--- src/rtl/fofq_pkg.sv ---
`default_nettype none
package fofq_pkg;

	// One queued item, classified by the front part.
	typedef struct packed {
		logic [63:0] addr;
		logic [31:0] size;
		logic [31:0] others;
		logic [31:0] rnd;
		logic        reject;
		logic [31:0] target;
	} fofq_item_t;

	typedef struct packed {
		logic        kind;
		logic [63:0] addr;
		logic [31:0] size;
		logic        acc;
		logic [5:0]  hcount;
		logic [31:0] hbytes;
		logic [31:0] miss;
		logic        last;
	} fofq_result_t;

	localparam logic KIND_EVICT   = 1'b0;
	localparam logic KIND_VERDICT = 1'b1;

	typedef enum logic [3:0] {
		ST_IDLE,
		ST_REJECT,
		ST_SCAN,
		ST_SCAN_W,
		ST_EMIT,
		ST_EMIT_W,
		ST_MOD,
		ST_SWAP_RD,
		ST_SWAP_WR,
		ST_SWAP_WR2,
		ST_VERDICT
	} fofq_state_t;

endpackage
`default_nettype wire

--- src/rtl/fofq_front.sv ---
`default_nettype none
module fofq_front (
	input  wire                         clk,
	input  wire                         arst_n,
	input  wire                         in_valid,
	output logic                        in_ready,
	input  wire [159:0]                 in_data,
	input  wire [31:0]                  capacity,
	output logic                        q_valid,
	output fofq_pkg::fofq_item_t        q_item,
	input  wire                         q_pop
);
	fofq_pkg::fofq_item_t slot_q [2];
	fofq_pkg::fofq_item_t item;
	logic                 wr_ptr_q;
	logic                 rd_ptr_q;
	logic [1:0]           fill_q;
	logic                 push;
	logic [32:0]          demand;

	// The object is refused when the other branches plus its size overflow the capacity.
	always_comb begin
		item.addr   = in_data[63:0];
		item.size   = in_data[95:64];
		item.others = in_data[127:96];
		item.rnd    = in_data[159:128];
		demand      = {1'b0, item.others} + {1'b0, item.size};
		item.reject = {1'b0, capacity} < demand;
		item.target = capacity - item.size;
	end

	assign in_ready = (fill_q != 2'd2);
	assign push     = in_valid && in_ready;
	assign q_valid  = (fill_q != 2'd0);
	assign q_item   = slot_q[rd_ptr_q];

	always_ff @(posedge clk) begin
		if (push) begin
			slot_q[wr_ptr_q] <= item;
		end
	end

	always_ff @(posedge clk or negedge arst_n) begin
		if (!arst_n) begin
			wr_ptr_q <= 1'b0;
			rd_ptr_q <= 1'b0;
			fill_q   <= 2'd0;
		end else begin
			if (push) begin
				wr_ptr_q <= !wr_ptr_q;
			end
			if (q_pop) begin
				rd_ptr_q <= !rd_ptr_q;
			end
			fill_q <= fill_q + {1'b0, push} - {1'b0, q_pop};
		end
	end
endmodule
`default_nettype wire

--- config.mk ---
export PLATFORM = sky130hd
export DESIGN_NAME = fofq_front
export DESIGN_NICKNAME = d
export VERILOG_FILES = /design/src/rtl/fofq_pkg.sv /design/src/rtl/fofq_front.sv
export SDC_FILE = /design/constraint.sdc
export NUM_CORES = 1
export LEC_CHECK = 0
export ABC_AREA = 0
export BUFFER_PORTS_ARGS = -buffer_cell sky130_fd_sc_hd__buf_2
export CORE_MARGIN = 10
export CORE_UTILIZATION = 59
export DETAILED_ROUTE_END_ITERATION = 10
export PLACE_DENSITY = 0.85
export SYNTH_ARGS = -nofsm -noshare
export SYNTH_HDL_FRONTEND = slang
export SYNTH_SLANG_ARGS = --single-unit
--- constraint.sdc ---
create_clock -name clk -period 14.95 [get_ports clk]
set_input_delay 2.99 -clock clk [delete_from_list [all_inputs] [get_ports clk]]
set_output_delay 2.99 -clock clk [all_outputs]
set_load 0.01 [all_outputs]
==> metrics.cfg <==
[setup_path]
regToRegEndpoint=slot_q[0][27]
cp.required_ps=15190
worstPathArrival_ps=7090
critPathLaunchType=primary input
r2r_slack_ps=11800
regToRegStartpoint=fill_q[1]
crit_fanout=7
crit_start=in_data[64]
reg2reg_depth=5
end_kind=register
setup.worst_path.class=primary input to register

[die]
fp-row-count=64
start_util=0.600
coreArea_um2=30700
dieArea_um2=38700
die_x_um=197
die_h_um=197
pin_count=391

[route]
routedWlPerCell_um=22.4
wirelength_um=46100
firstDrtPassIters=5
drc_errors=0
ant_nets=0
drt_iter0_markers=934
dr_total_vias=12009
vias_per_cell=5.83

[sta]
finalMaxSlewViolations=0
setup_tns_ps=0
max_freq_mhz=146
layout_worst_path_cycle_share=0.458
skew_ps=10.4
rsz0062_at_grt=no
setup_viol=0
relSlewSlack=0.310
layout_min_cycle_time_ps=6850
hold_violations=0
tightest_slew_ps=1030

[hold_path]
worstHoldStart=fill_q[1]
holdPathStages=1
hold_class=register to register
whs_endpoint=fill_q[1]

[synth]
syn_area_um2=18400
synth_nets=1523
ys.warnings.count=0
synthFlopType=edfxtp_1
synth_top_area_frac=0.630
yosys_register_bits=390
yosys.area.top_type=edfxtp_1
synth-edff-count=386
yosys-top-cells-area=edfxtp_1 (63%), mux2_2 (12%), ha_1 (6.5%), a21o_1 (1.7%), a21oi_1 (1.7%)
avgSynthCellArea_um2=15.0
yosysUniqueCellTypes=71
yosysSeqAreaShare=0.635
synth_cells=1229
synthArstFlopShare=0.0103

[cts]
cts-hold-fix-buffers=0
cts.root.buffer_cell=clkbuf_16
post_cts_buffers=0
cts_resized=0
clock_sinks=390
cts_buffers=40
clk_pin_slew_ps=60
cts.path.max_buffers=3
cts_tree=built
clk_latency_ps=520
htree_levels=2

[grt]
met2_usage=0.389
grt_antenna_before_repair=10
grt_use_total=0.229
grt_pass1_vias=12308
grtUsageMet3=0.0698
overflow=0
grt_use_met1=0.281
grt_pass1_wl_um=70000
grt_start_max_net_pins=80
gr-max-usage-layer=met2

[layout]
layout_common_cells=buf_2 (390), edfxtp_1 (386), mux2_2 (194), ha_1 (96), a21oi_1 (61)
area_growth_pct=19.3
drive_above_1_share=0.405
fin_nets=1923
layout_commonest_cell=buf_2
finalNonFillerCells=2061

[run_status]
status=complete, no violations

[pwr]
p_per_area_nw_per_um2=171
power_mw=3.77
ir_worst_vdd_v=0.000124
p_leak_nw=8.78

[placed_design]
portBuffers=390
placed_cells=1983
dp_hpwl_um=34300
globalplace.congestion=0.905

[run]
cap_viol_max_count=0

Yosys cell counts, drive strengths merged, types with 3 or more instances:
| cell type | number |
|---|---|
| and3 | 12 |
| o21a | 7 |
| dfrtp | 4 |
| mux2 | 194 |
| o211ai | 7 |
| a221oi | 4 |
| nor3b | 3 |
| xnor2 | 30 |
| o31ai | 8 |
| a311oi | 3 |
| nor2b | 8 |
| a21boi | 3 |
| nand4 | 14 |
| clkbuf | 33 |
| a31o | 3 |
| inv | 55 |
| or2 | 3 |
| nor2 | 31 |
| and4 | 4 |
| a21o | 41 |
| o21ai | 33 |
| o21bai | 4 |
| a211oi | 6 |
| nor3 | 13 |
| nand3 | 19 |
| a21oi | 62 |
| edfxtp | 386 |
| buf | 5 |
| xor2 | 26 |
| and2 | 7 |
| nand2b | 7 |
| a31oi | 14 |
| ha | 96 |
| a2111oi | 4 |
| nand2 | 47 |
cell families (layout without fill, tap and decap cells):
kind of cell	count (synthesis)	in the layout	share of synthesized area
simple gates	180	180	0.0510
other cells	0	6	0
xor+xnor	56	56	0.0266
fa+ha+maj	98	98	0.0674
flops	390	390	0.635
compound gates	217	217	0.0795
buf+inv	94	524	0.0217
mux	194	194	0.119
routing by layer:
metal | wire length (um) | part of all wire
met5 | 118 | 0.0026
met4 | 1010 | 0.022
met3 | 4420 | 0.096
met2 | 22500 | 0.49
met1 | 18100 | 0.39
power breakdown:
group	total [mW]	switching (mW)	internal, mW
clock network	0.926	0.397	0.529
logic	1.24	0.710	0.532
registers	1.60	0.0864	1.51
sequential cells by signal, summed over array words and instances, names as in the netlist:
register / flops
fill_q: 2
rd_ptr_q: 1
slot_q: 386
wr_ptr_q: 1
worst max path at each step:
stage,endpoint,slack [ps]
2_1_floorplan,slot_q[0][0],3110
3_3_place_gp,slot_q[0][32],7750
3_5_place_dp,slot_q[0][32],7620
4_1_cts,slot_q[1][32],8170
5_1_grt,slot_q[1][32],7860
6_report,slot_q[1][32],8100
critical path, cell delays in order:
cell and delay [ps]:
buf_2 120, ha_1 230, fa_1 440, a21o_1 210
a221oi_2 380, o31ai_2 180, o211ai_2 270, o21ai_2 160
o31ai_1 310, xor2_1 110, ha_1 300, and4_1 180
nand4_1 160, a2111oi_0 560, a21oi_1 130, o211ai_1 120
a311o_1 130, nand4_1 100
final cells by class:
type	count	area, um2
clock buffers	54	1080
flip-flops and latches	390	11700
clock inverters	18	139
well taps	396	495
fillers	1944	8700
inverters	55	206
multi-input cells	745	6330
diodes	6	15.0
repair buffers	397	2000
per-stage QoR:
stage	util	setup slack (ps)	area [um2]	hold slack, ps
after floorplan	-	3110	18400	460
after global placement	0.676	7750	20700	481
after detailed placement	0.676	7620	20700	495
after CTS	0.716	8170	22000	505
after global routing	0.716	7860	22000	527
final	0.716	8100	22000	504
Power figures use the tool's default switching activity.
